$ cat config.mk
export PLATFORM = sky130hd
export DESIGN_NAME = mrtu_frame
export DESIGN_NICKNAME = d
export VERILOG_FILES = /design/src/sv/mrtu_pkg.sv /design/src/sv/mrtu_frame.sv
export SDC_FILE = /design/constraint.sdc
export NUM_CORES = 1
export LEC_CHECK = 0
export BUFFER_PORTS_ARGS = -buffer_cell sky130_fd_sc_hd__buf_2
export CAP_MARGIN = 15
export CORE_MARGIN = 4
export CORE_UTILIZATION = 50
export DETAILED_ROUTE_END_ITERATION = 10
export PLACE_DENSITY = 0.85
export SLEW_MARGIN = 5
export SYNTH_ARGS = -nofsm -noshare
export SYNTH_HDL_FRONTEND = slang
export SYNTH_SLANG_ARGS = --single-unit
$ cat constraint.sdc
create_clock -name clk_i -period 6.5 [get_ports clk_i]
set_clock_uncertainty 0.05 [all_clocks]
set_input_delay 1.625 -clock clk_i [delete_from_list [all_inputs] [get_ports clk_i]]
set_output_delay 1.625 -clock clk_i [all_outputs]
set_load 0.01 [all_outputs]
$ cat src/sv/mrtu_pkg.sv
// ----------------------------------------------------------------------------
// mrtu_pkg
// Shared types, codes and the CRC-16 byte step for the Modbus RTU request
// checker.
// ----------------------------------------------------------------------------
package mrtu_pkg;

  // crc-16, reflected polynomial
  localparam logic [15:0] CRC_INIT = 16'hFFFF;
  localparam logic [15:0] CRC_POLY = 16'hA001;

  // standard function codes
  localparam logic [7:0] FC_READ_HOLDING = 8'd3;
  localparam logic [7:0] FC_WRITE_SINGLE = 8'd6;
  localparam logic [7:0] FC_WRITE_MULTI  = 8'd16;

  localparam int unsigned CfgIdxW  = 3;
  localparam int unsigned CfgDataW = 17;

  typedef enum logic [CfgIdxW-1:0] {
    CFG_SLAVE_ADDR   = 3'd0,
    CFG_ALT_ADDR     = 3'd1,
    CFG_ADDR_LOW     = 3'd2,
    CFG_ADDR_HIGH    = 3'd3,
    CFG_MAX_QTY      = 3'd4,
    CFG_READ_END     = 3'd5,
    CFG_WRITE_END    = 3'd6,
    CFG_EXTRA_FC     = 3'd7
  } cfg_idx_e;

  typedef enum logic [3:0] {
    V_READ_OK      = 4'd0,
    V_WSINGLE_OK   = 4'd1,
    V_WMULTI_OK    = 4'd2,
    V_EXTRA_OK     = 4'd3,
    V_NOT_ADDR     = 4'd4,
    V_ADDR_RANGE   = 4'd5,
    V_QTY          = 4'd6,
    V_CRC          = 4'd7,
    V_END_LIMIT    = 4'd8,
    V_BAD_FUNC     = 4'd9,
    V_LENGTH       = 4'd10
  } verdict_e;

  typedef struct packed {
    logic [7:0]  slave_address;
    logic [7:0]  alt_slave_address;
    logic [15:0] addr_low;
    logic [15:0] addr_high;
    logic [15:0] max_quantity;
    logic [16:0] read_end_limit;
    logic [16:0] write_end_limit;
    logic [7:0]  extra_function_code;
  } cfg_t;

  typedef struct packed {
    logic [7:0] rx_byte;
    logic       last_byte;
  } in_t;

  typedef struct packed {
    verdict_e    verdict;
    logic [7:0]  function_code;
    logic [15:0] start_address;
    logic [15:0] quantity;
    logic [16:0] end_address;
    logic [15:0] echo_crc;
    logic [8:0]  frame_bytes;
  } out_t;

  // one byte through the crc, eight shift steps
  function automatic logic [15:0] crc16_byte(input logic [15:0] crc, input logic [7:0] b);
    logic [15:0] c;
    c = crc ^ {8'h00, b};
    for (int k = 0; k < 8; k++) begin
      c = c[0] ? ((c >> 1) ^ CRC_POLY) : (c >> 1);
    end
    return c;
  endfunction

endpackage

$ cat src/sv/mrtu_frame.sv
// ----------------------------------------------------------------------------
// mrtu_frame
// Frame state (header, tail delay, running crc, byte count) and the verdict
// logic for the byte held in the input register.
// ----------------------------------------------------------------------------
module mrtu_frame
  import mrtu_pkg::*;
#(
  parameter int unsigned MAX_FRAME = 256
) (
  input  logic clk_i,
  input  logic rst_ni,
  input  logic proc_i,
  input  in_t  item_i,
  input  cfg_t cfg_i,
  output out_t res_o
);

  localparam int unsigned CntW = $clog2(MAX_FRAME + 2);
  localparam int unsigned FbW  = (CntW > 9) ? CntW : 9;

  logic [CntW-1:0] cnt_q, cnt_d, n;
  logic [15:0]     crc_q, crc_d, echo_q, echo_d;
  logic [7:0]      tail_q [2];
  logic [7:0]      tail_d [2];
  logic [7:0]      hdr_q  [6];
  logic [15:0]     crc_abs, crc_new, echo_new;
  logic [FbW-1:0]  n_ext;
  logic [7:0]      fc;
  logic [15:0]     start, qty;
  logic [16:0]     end_addr;
  logic            len_bad;
  verdict_e        verdict;

  // oldest delayed byte enters the crc once two bytes are behind it
  assign crc_abs  = crc16_byte(crc_q, tail_q[0]);
  assign crc_new  = (cnt_q >= CntW'(2)) ? crc_abs : crc_q;
  assign echo_new = (cnt_q == CntW'(7)) ? crc_abs : echo_q;
  assign n        = (cnt_q <= CntW'(MAX_FRAME)) ? cnt_q + CntW'(1) : cnt_q;

  always_comb begin
    if (item_i.last_byte) begin
      crc_d     = CRC_INIT;
      echo_d    = 16'h0000;
      tail_d[0] = 8'h00;
      tail_d[1] = 8'h00;
      cnt_d     = '0;
    end else begin
      crc_d     = crc_new;
      echo_d    = echo_new;
      tail_d[0] = tail_q[1];
      tail_d[1] = item_i.rx_byte;
      cnt_d     = n;
    end
  end

  always_ff @(posedge clk_i or negedge rst_ni) begin
    if (!rst_ni) begin
      cnt_q     <= '0;
      crc_q     <= CRC_INIT;
      echo_q    <= 16'h0000;
      tail_q[0] <= 8'h00;
      tail_q[1] <= 8'h00;
    end else if (proc_i) begin
      cnt_q     <= cnt_d;
      crc_q     <= crc_d;
      echo_q    <= echo_d;
      tail_q[0] <= tail_d[0];
      tail_q[1] <= tail_d[1];
    end
  end

  always_ff @(posedge clk_i) begin
    if (proc_i && (cnt_q < CntW'(6))) begin
      hdr_q[cnt_q[2:0]] <= item_i.rx_byte;
    end
  end

  assign fc       = hdr_q[1];
  assign start    = {hdr_q[2], hdr_q[3]};
  assign qty      = {hdr_q[4], hdr_q[5]};
  assign end_addr = {1'b0, start} + {1'b0, qty};
  assign len_bad  = (n < CntW'(8)) || (n > CntW'(MAX_FRAME));
  assign n_ext    = FbW'(n);

  always_comb begin
    if (len_bad) begin
      verdict = V_LENGTH;
    end else if ((hdr_q[0] != cfg_i.slave_address) && (hdr_q[0] != cfg_i.alt_slave_address)) begin
      verdict = V_NOT_ADDR;
    end else if ((start < cfg_i.addr_low) || (start > cfg_i.addr_high)) begin
      verdict = V_ADDR_RANGE;
    end else if (qty > cfg_i.max_quantity) begin
      verdict = V_QTY;
    end else if ((tail_q[1] != crc_new[7:0]) || (item_i.rx_byte != crc_new[15:8])) begin
      verdict = V_CRC;
    end else if (fc == FC_READ_HOLDING) begin
      verdict = (end_addr > cfg_i.read_end_limit) ? V_END_LIMIT : V_READ_OK;
    end else if (fc == FC_WRITE_SINGLE) begin
      verdict = V_WSINGLE_OK;
    end else if (fc == FC_WRITE_MULTI) begin
      verdict = (end_addr > cfg_i.write_end_limit) ? V_END_LIMIT : V_WMULTI_OK;
    end else if (fc == cfg_i.extra_function_code) begin
      verdict = V_EXTRA_OK;
    end else begin
      verdict = V_BAD_FUNC;
    end
  end

  // an eight-byte frame takes its echo crc on the last byte itself
  always_comb begin
    res_o.verdict       = verdict;
    res_o.function_code = len_bad ? 8'h00 : fc;
    res_o.start_address = len_bad ? 16'h0000 : start;
    res_o.quantity      = len_bad ? 16'h0000 : qty;
    res_o.end_address   = len_bad ? 17'h00000 : end_addr;
    res_o.echo_crc      = len_bad ? 16'h0000 : echo_new;
    res_o.frame_bytes   = (n_ext > FbW'(511)) ? 9'd511 : n_ext[8:0];
  end

`ifndef SYNTHESIS
  a_frame_restart: assert property (@(posedge clk_i) disable iff (!rst_ni)
    (proc_i && item_i.last_byte) |=> (cnt_q == '0) && (crc_q == CRC_INIT))
    else $error("frame state not cleared after last byte");

  a_count_sat: assert property (@(posedge clk_i) disable iff (!rst_ni)
    cnt_q <= CntW'(MAX_FRAME + 1))
    else $error("byte count past saturation");
`endif

endmodule

==> metrics.md, run 1 <==
| Metric | Value |
|---|---|
| Hpwl dp | 19100 um |
| Yosys cell types | 63 |
| Worst Hold Class | flip-flop to flip-flop |
| FF-to-FF path depth | 4 |
| Starting Density | 51.5% |
| Post-synthesis mux area share | 1.53% |
| Post-synthesis xor/xnor area fraction | 8.89% |
| Clock Latency Late Sink | between 300 and 400 ps |
| Post-synthesis cell count | 946 |
| Final core occ | 60.8% |
| Syn-to-layout area delta | 18.0% |
| Ports | 204 |
| R2r endpoint | hdr_q[3][3] |
| Worst VDD drop | 0.000240 V |
| CTS tree | yes |
| Synth Area in Adders | between 10 and 15% |
| Critical Setup Path Class | flip-flop to primary output |
| Clock-pin transition on the worst setup and hold timing paths | 70 ps |
| Clk Tree Root Cell | clkbuf_16 |
| Final setup fails | 0 |
| Reg2Reg Setup Slack | around 3700 ps |
| Cell count after placement | 1341 |
| Synth Register Bits | 105 |
| Wire per inst | 18.2 um |
| Final Hold Viols | 0 |
| Diodes inserted | 0 |
| Post-synth ARST share | 54.3% |
| Min Tclk post-route | 6230 ps |
| Number of routed nets with antenna violations | 0 |
| Most frequent cells in the layout | buf_2 (204), inv_1 (140), ha_1 (99) |
| Final wirelength | 24800 um |
| Hold path depth | 2 |
| PD cells | 259 mW/mm2 |
| # port buffers | 203 |
| Post-synth top flop | edfxtp_1 |
| Num Clock Sinks | 105 |
| Initial antenna violation count | 0 |
| Area share of and/or/nand/nor cells after synthesis | 16.1% |
| Netlist Area Pre-Place | ~0.0086 mm2 |
| Post-DR vias/cell | 5.61 |
| DIE AREA | 0.0194 mm2 |
| First-pass DRT Iterations | 5 |
| CP Capture Type | primary output |
| Largest net degree at the start of global routing | 75 |
| Max Fclk | 160 MHz |
| Startpoint type of the worst setup path | flip-flop |
| Hold path start | tail_q[5] |
| Commonest non-fill, non-tap cell in the layout | buf_2 |
| First-pass GRT wire length | 39000 um |
| Gpl congestion | around 0.96 |
| Chip width | 139 um |
| Nets | 1352 |
| Syn Nets | 1164 |
| Final Cell Area | 0.0101 mm2 |
| Period utilization | about 96% |
| Largest family of logic cells by synthesized area | compound AO/OA/AOI/OAI gates |
| Post-CTS Setup Inserts | 0 |
| Number of buffers created by CTS | 9 |
| GRT Total Usage | 24.9% |
| Via count | 7620 |
| Max-cap viol count | 0 |
| H-Tree Depth | 3 |
| Static Leak | 4.94 nW |
| Vias in the first global route | 7572 |
| Initial DRC count | 699 |
| Dpl cell area | 0.00980 mm2 |
| Status | finished, final reports clean |
| # DRC | 0 |
| Yosys warnings | 0 |
| Critical Path Fanout Max | 4 |
| Reg-to-reg startpoint | cnt_q[3] |
| Mapped Avg Cell Area | 9.09 um2 |
| Arr. time, crit path | 4560 ps |
| Hold buffer count at cts | 0 |
| Resize count post-CTS | 0 |
| Hold EP | tail_q[13] |
| Compound-Gate Fraction of Synth Area | 17.3% |
| Least-Margin Pin Slew | 1160 ps |
| CTS Buffer Depth | 2 |
| Worst slew margin | between 20% and 30% |
| Seq/Total Area, Yosys | 33.6% |
| Data required, critical path | 4830 ps |
| Remaining Overflow, GRT | 0 |
| Fin cells | 1359 |
| Core Footprint | around 0.017 mm2 |
| Final Max Slew Viols | 0 |
| Row count | 47 |
| Share of cells above drive strength 1 | 22.8% |
| Die Height | 139 um |
| EDFF count, synth | 48 |
==> synthesized netlist by cell type, types with 2 or more instances <==
cell,count,share of area (%)
a211o_1,2,0.20
a211oi_1,13,1.1
a21boi_0,3,0.26
a21o_1,21,1.8
a21oi_1,49,2.9
a221oi_1,2,0.20
a22oi_1,13,1.1
and2_1,53,3.9
buf_1,4,0.17
buf_6,4,0.52
clkbuf_1,28,1.2
dfrtp_1,41,12
dfstp_2,16,4.9
edfxtp_1,48,17
ha_1,99,14
inv_1,140,6.1
mux2i_1,12,1.4
nand2_1,33,1.4
nand2b_1,7,0.51
nand3_1,11,0.64
nand3b_1,18,1.6
nand4_1,22,1.6
nor2_1,51,2.2
nor2b_1,12,0.87
nor3_1,14,0.81
nor3b_1,2,0.17
nor4_1,8,0.58
o21a_1,7,0.61
o21ai_0,41,2.4
o221a_2,2,0.26
o22a_1,25,2.5
o22ai_1,23,1.7
o311ai_0,3,0.31
o31a_1,3,0.31
o31ai_1,4,0.35
or2_2,4,0.29
or3_1,3,0.22
or4_1,2,0.17
xnor2_1,42,4.3
xnor3_1,4,1.0
xor2_1,35,3.6
==> metal layers <==
metal | GRT usage (%) | part of all wire [%] | vias to the layer above
li1 | - | - | 3698
met4 | 9.17 | 3.5 | 0
met1 | 30.9 | 40 | 3567
met2 | 43.2 | 49 | 304
met5 | 0 | 0 | -
met3 | 4.79 | 7.1 | 51
==> cell families after synthesis <==
kind of cell             count (synthesis)
AO/OA/AOI/OAI                          222
flip-flops                             105
multiplexers                            13
AND/OR/NAND/NOR                        249
XOR/XNOR                                81
buffers and inverters                  176
adder cells (fa/ha/maj)                100
==> sequential cells by signal, indices dropped and copies added (netlist names) <==
register  count
echo_q       16
hdr_q        48
crc_q        16
tail_q       16
cnt_q         9
==> worst max-delay path by stage <==
stage                     depth (start not counted)        start   endpoint  slack (ps)
after CTS                                        18  hdr_q[3][2]  res_o[83]         120
final                                            18  hdr_q[3][2]  res_o[83]         270
after floorplan                                  18  hdr_q[3][0]  res_o[83]        1030
after global routing                             20  hdr_q[3][0]  res_o[83]         -40
after global placement                           11    cfg_i[63]  res_o[85]         600
after detailed placement                         11    cfg_i[63]  res_o[85]         540
==> stage by stage <==
| step | power [mW] | setup WS, ps | setup TNS, ps | hold WS (ps) |
|---|---|---|---|---|
| finish | 2.63 | 266 | 0 | 474 |
| global route | 2.77 | -41.8 | -52.0 | 506 |
| CTS | 2.62 | 124 | 0 | 473 |
| detailed placement | 2.00 | 541 | 0 | 452 |
| global placement | 1.96 | 598 | 0 | 433 |
| floorplan | 1.70 | 1030 | 0 | 427 |
==> worst max-delay path, stage by stage (launching register included) <==
cell,delay [ps]
edfxtp_1,490
ha_1,380
nor2b_1,150
o21ai_1,210
a21oi_2,110
o221a_2,280
o311ai_1,270
buf_4,180
a21oi_1,60
xor2_1,180
ha_1,310
and4_1,220
nand4_1,140
o311ai_1,310
a21boi_1,120
o21ai_0,220
nand3_1,110
o32a_1,310
buf_2,140
==> layout make-up <==
type | count | area, um2
inverters | 140 | 526
clock buffers | 9 | 225
fillers | 1413 | 6560
well taps | 220 | 275
multi-input cells | 665 | 5040
clock inverters | 7 | 110
repair buffers | 213 | 1090
flip-flops and latches | 105 | 2890
==> where the power goes <==
group	internal (mW)	total, mW	switching (mW)	leakage, nW
Clock	0.345	0.607	0.262	0.160
Combinational	0.498	1.10	0.600	3.63
Sequential	0.817	0.921	0.105	1.16
Total	1.66	2.63	0.966	4.94
No activity file was read; power rests on OpenSTA's default activity.
==> run 2: changes to the inputs <==
- PLACE_DENSITY: 0.85 -> 0.75
==> metrics.md, run 2 (synthesized netlist as in run 1, its figures left out) <==
| Metric | Value |
|---|---|
| Status | finished, final reports clean |
| Nets | 1349 |
| CTS Buffer Depth | 2 |
| Pint | 1.58 mW |
| Die Height | 139 um |
| Gpl congestion | roughly 0.93 |
| CP Capture Type | primary output |
| FF-to-FF path depth | 6 |
| Final Hold Viols | 0 |
| Max-cap viol count | 0 |
| Via count | 7566 |
| Initial DRC count | 648 |
| Worst Hold Class | flip-flop to flip-flop |
| Setup TNS | 0 ps |
| Clk Tree Root Cell | clkbuf_16 |
| Vias in the first global route | approximately 7300 |
| Final core occ | 60.6% |
| Chip width | between 100 and 150 um |
| Comb power frac | 43.0% |
| R2r endpoint | echo_q[15] |
| Static Leak | ~5 nW |
| Share of cells above drive strength 1 | between 20% and 30% |
| RSZ-0062 raised after global routing | no |
| Clock Latency Late Sink | around 350 ps |
| Cell count after placement | roughly 1300 |
| Final setup fails | 0 |
| Ports | a little over 200 |
| Dpl cell area | 0.00979 mm2 |
| Critical Path Fanout Max | 3 |
| Wire per inst | 18.0 um |
| Period utilization | a little over 90% |
| Diodes inserted | 0 |
| # DRC | 0 |
| Least-Margin Pin Slew | 1200 ps |
| CTS tree | yes |
| Min Tclk post-route | 6070 ps |
| Reg-to-reg startpoint | cnt_q[3] |
| Largest net degree at the start of global routing | 58 |
| # port buffers | about 200 |
| Starting Density | 51.5% |
| Critical Setup Path Class | flip-flop to primary output |
| Final Cell Area | between 0.01 and 0.015 mm2 |
| H-Tree Depth | 3 |
| Fillers | 1482 |
| Worst path max stage delay | 420 ps |
| Hold buffer count at cts | 0 |
| Hpwl dp | 19100 um |
| Final wirelength | 24500 um |
| Commonest non-fill, non-tap cell in the layout | buf_2 |
| Clock power share | between 20% and 30% |
| Hold EP | tail_q[12] |
| Fin cells | 1356 |
| Number of buffers created by CTS | 9 |
| Core Footprint | between 0.015 and 0.02 mm2 |
| Hold path depth | 2 |
| Data required, critical path | 4830 ps |
| Flop pwr share | a little over a third |
| Worst slew margin | about a fifth |
| Post-DR vias/cell | 5.58 |
| Arr. time, crit path | 4390 ps |
| Net Sw Frac | 37.7% |
| Initial antenna violation count | 1 |
| Post-CTS Setup Inserts | 0 |
| Row count | 47 |
| Crit-path most repeated cell | ha_1 |
| PD cells | between 200 and 300 mW/mm2 |
| Num Clock Sinks | 105 |
| DIE AREA | 0.0194 mm2 |
| First-pass DRT Iterations | 5 |
| Most frequent cells in the layout | buf_2 (203), inv_1 (140), ha_1 (99) |
| Sw power | 956 uW |
| GRT Total Usage | 24.6% |
| Final worst setup slack | 434 ps |
| Setup Slack @ Placement | 322 ps |
| Worst VDD drop | approximately 0.00023 V |
| Startpoint type of the worst setup path | flip-flop |
| Crit-path cells | ha_1 -> inv_1 -> fa_1 -> nor2b_1 -> o21ai_1 -> a21oi_2 -> o221a_2 -> o311ai_4 -> a21oi_1 -> xor2_1 -> ha_1 -> and4_1 -> nand4_1 -> o311ai_1 -> a21boi_1 -> o21ai_0 -> nand3_1 -> o32a_1 -> buf_2 |
| Remaining Overflow, GRT | 0 |
| Clock-pin transition on the worst setup and hold timing paths | around 70 ps |
| Max Fclk | 165 MHz |
| Hold path start | tail_q[4] |
| Reg2Reg Setup Slack | between 3000 and 4000 ps |
| Number of routed nets with antenna violations | 0 |
| Syn-to-layout area delta | 17.7% |
| Largest register FFs | 48 |
| Slowest-stage cell, CP | edfxtp_1 |
| Final Max Slew Viols | 0 |
| First-pass GRT wire length | 38400 um |
## run 2: cell types whose count changed in the layout (fill, tap and decap cells not counted), sizes merged
cell and delta:
bufinv -2, buf -3, clkinv +1, clkinvlp +1
## run 2: layout make-up
cell class / count / area (um2) / area share [%]
Multi-Input combinational cell: 665 / 5070 / 50.1
Sequential cell: 105 / 2890 / 28.5
Timing Repair Buffer: 210 / 1070 / 10.6
Inverter: 140 / 526 / 5.19
Tap cell: 220 / 275 / 2.72
Clock buffer: 9 / 225 / 2.23
Clock inverter: 7 / 62.6 / 0.618
## run 2: per-stage QoR
stage	power, mW	hold WS, ps
finish	2.54	464
global route	2.69	484
CTS	2.54	465
detailed placement	2.00	448
global placement	1.98	441
floorplan	1.70	427
## run 2: critical path: cells and delay by family, from the launching register on
family	cells	cell delay, ps
compound gates	9	1900
fa+ha+maj	3	770
simple gates	4	540
flops	1	420
buf+inv	2	230
xor+xnor	1	190
## run 2: power groups by stage
stage          clock network, mW  logic [mW]  registers, mW
6_report                   0.527        1.09          0.920
5_1_grt                    0.564        1.19          0.933
4_1_cts                    0.534        1.08          0.919
3_5_place_dp                   0        1.06          0.933
3_3_place_gp                   0        1.05          0.929
2_1_floorplan                  0       0.804          0.897
## run 2: worst max-delay path by stage
stage | slack, ps | startpoint | to | depth (start not counted)
after floorplan | 1030 | hdr_q[3][0] | res_o[83] | 18
after global routing | 40 | hdr_q[3][0] | res_o[83] | 21
after global placement | 490 | hdr_q[3][0] | res_o[83] | 19
final | 430 | hdr_q[3][0] | res_o[83] | 19
after CTS | 20 | hdr_q[3][1] | res_o[83] | 17
after detailed placement | 320 | hdr_q[3][0] | res_o[83] | 19
## run 2: layer usage
metal / GRT usage, % / routed length, um / up-vias / part of all wire [%]
li1: - / - / 3689 / -
met1: 31.7 / 10200 / 3545 / 42
met2: 41.8 / 11800 / 281 / 48
met3: 4.86 / 1770 / 49 / 7.2
met4: 7.78 / 653 / 2 / 2.7
met5: 0 / 11 / - / 0.045
## run 2: repair_timing
item                                   in CTS  in global routing
setup endpoints to repair                   1                  2
endpoints found under the hold margin       0                  0
pin swaps                                   0                  1
cloned                                      0                  0
resized for setup                           1                 10
==> run 3: changes to the inputs <==
- ABC_AREA: default -> 1
- CTS_CLUSTER_SIZE: default -> 24
==> metrics.md, run 3 <==
| Metric | Value |
|---|---|
| Post-synth ARST share | 54.3% |
| Worst Hold Class | flip-flop to flip-flop |
| Data required, critical path | around 4800 ps |
| Critical Path Start | hdr_q[5][0] |
| Final Max Slew Viols | 0 |
| CP Capture Type | primary output |
| Initial DRC count | 657 |
| Startpoint type of the worst setup path | flip-flop |
| Final setup fails | 0 |
| Hold path depth | 2 |
| Area contributors post-synth | edfxtp_1 (17%), ha_1 (14%), dfrtp_1 (12%) |
| Via count | around 8500 |
| CTS Buffer Depth | 2 |
| Critical Path Fanout Max | 3 |
| Core Footprint | 0.0172 mm2 |
| Dpl cell area | 0.00994 mm2 |
| Final Hold Viols | 0 |
| First-pass GRT wire length | 39700 um |
| Final wirelength | 25000 um |
| Worst slew margin | between 20% and 30% |
| Clock-pin transition on the worst setup and hold timing paths | 70 ps |
| Top-count cell post-synth | inv_1 |
| FF-to-FF path depth | 5 |
| Static Leak | 5.81 nW |
| Clk Tree Root Cell | clkbuf_16 |
| Cell count after placement | 1618 |
| Reg-to-reg startpoint | cnt_q[0] |
| Largest register FFs | 48 |
| Post-synth top flop | edfxtp_1 |
| Hold EP | echo_q[13] |
| Commonest non-fill, non-tap cell in the layout | inv_1 |
| RSZ-0062 raised after global routing | no |
| Mapped Avg Cell Area | 7.22 um2 |
| Min Tclk post-route | 5960 ps |
| Chip width | about 140 um |
| Setup Slack @ Placement | approximately 870 ps |
| Gpl congestion | 0.949 |
| CTS tree | yes |
| Number of routed nets with antenna violations | 0 |
| Post-CTS Setup Inserts | 0 |
| # DRC | 0 |
| Hpwl dp | between 15000 and 20000 um |
| Final core occ | between 50% and 60% |
| PD cells | between 200 and 250 mW/mm2 |
| Post-synthesis cell count | 1208 |
| Ports | roughly 200 |
| Remaining Overflow, GRT | 0 |
| # port buffers | 203 |
| Die Height | approximately 140 um |
| Final Cell Area | 0.0102 mm2 |
| Initial antenna violation count | 2 |
| Total power | 2.15 mW |
| Final worst setup slack | 541 ps |
| Reg2Reg Setup Slack | between 4000 and 5000 ps |
| Post-DR vias/cell | 5.18 |
| Starting Density | 50.8% |
| Setup TNS | 0 ps |
| Share of cells above drive strength 1 | 18.7% |
| Fin cells | between 1500 and 2000 |
| Row count | 48 |
| Arr. time, crit path | approximately 4300 ps |
| Number of buffers created by CTS | 9 |
| Worst VDD drop | 0.000129 V |
| Synth cell count leaders | inv_1 (261), nand2_1 (245), nor2_1 (113) |
| Clock Latency Late Sink | approximately 360 ps |
| Critical Setup Path Class | flip-flop to primary output |
| Nets | approximately 1600 |
| R2r endpoint | echo_q[15] |
| Vias in the first global route | 8120 |
| Largest net degree at the start of global routing | 72 |
| DIE AREA | 0.0196 mm2 |
| Worst path max stage delay | 390 ps |
| H-Tree Depth | 3 |
| First-pass DRT Iterations | 5 |
| GRT Total Usage | 25.1% |
| Crit-path most repeated cell | nand2_1 |
| Period utilization | between 90% and 100% |
| Status | finished, final reports clean |
| EDFF count, synth | 48 |
| Slowest-stage cell, CP | fa_1 |
| Worst hold slack | 438 ps |
| Least-Margin Pin Slew | 1050 ps |
| Synth Register Bits | between 100 and 150 |
| Wire per inst | 15.3 um |
| Largest area contributor in the netlist | edfxtp_1 |
| Max-cap viol count | 0 |
| Max Fclk | 168 MHz |
| Syn-to-layout area delta | 17.1% |
| Netlist Area Pre-Place | 0.00872 mm2 |
| Num Clock Sinks | 105 |
| Syn Nets | 1426 |
| Seq/Total Area, Yosys | 33.1% |
| Most frequent cells in the layout | inv_1 (261), nand2_1 (245), buf_2 (203) |
| Yosys warnings | 0 |
| Hold path start | echo_q[13] |
| Top-area cell type share of the netlist area | about 17% |
| Yosys cell types | 45 |
==> run 3: cell count changes after synthesis, sizes merged, moves of 24 or more <==
cell	previous run	this run
o22ai	23	47
nor2	51	117
o22a	25	0
inv	140	264
nand2	34	253
and2	53	3
nand3	11	73
xnor2	42	14
==> run 3: where the power goes <==
| part | internal (mW) | total, mW | switching [mW] |
|---|---|---|---|
| logic | 0.282 | 0.802 | 0.520 |
| clock network | 0.262 | 0.497 | 0.235 |
| registers | 0.781 | 0.846 | 0.0649 |
| total | 1.33 | 2.15 | 0.820 |
==> run 3: cell type report <==
| class | count | area, um2 |
|---|---|---|
| well taps | 225 | 282 |
| multi-input cells | 813 | 4720 |
| flip-flops and latches | 105 | 2890 |
| inverters | 266 | 998 |
| diodes | 2 | 5.00 |
| clock inverters | 3 | 17.5 |
| clock buffers | 13 | 241 |
| repair buffers | 209 | 1060 |
| fillers | 1611 | 6970 |
==> run 3: kinds of logic after synthesis <==
logic type / after synthesis / share of synthesized area [%]
AO/OA/AOI/OAI: 177 / 11.6
XOR/XNOR: 34 / 3.41
adder cells (fa/ha/maj): 100 / 14.4
buffers and inverters: 290 / 12.8
flip-flops: 105 / 33.1
AND/OR/NAND/NOR: 502 / 24.6
==> run 3: layer usage <==
| metal | up-vias | global-route usage (%) | wire (um) |
|---|---|---|---|
| li1 | 4316 | - | - |
| met1 | 3805 | 32.6 | 10900 |
| met2 | 307 | 41.3 | 11500 |
| met3 | 53 | 4.81 | 1700 |
| met4 | 0 | 9.74 | 865 |
| met5 | - | 0 | 0 |
==> run 3: worst max-delay path by stage <==
stage / endpoint / depth (start not counted)
after floorplan: res_o[85] / 24
after global placement: res_o[83] / 24
after detailed placement: res_o[83] / 25
after CTS: res_o[83] / 25
after global routing: res_o[83] / 25
final: res_o[83] / 25
==> run 3: worst max-delay path, delay by kind of cell (launching register included) <==
kind | cells | cell delay, ps
xor gates and xnor gates | 1 | 290
adders and majority gates | 3 | 880
AOI/OAI and AO/OA | 8 | 1150
and+or+nand+nor | 11 | 1070
buffers and inverters | 2 | 190
DFF | 1 | 360
==> run 3: repair_timing <==
item                                    4_1_cts  5_1_grt
hold buffers                                  0        0
resized for setup                             0        1
endpoints found under the setup margin        0        1
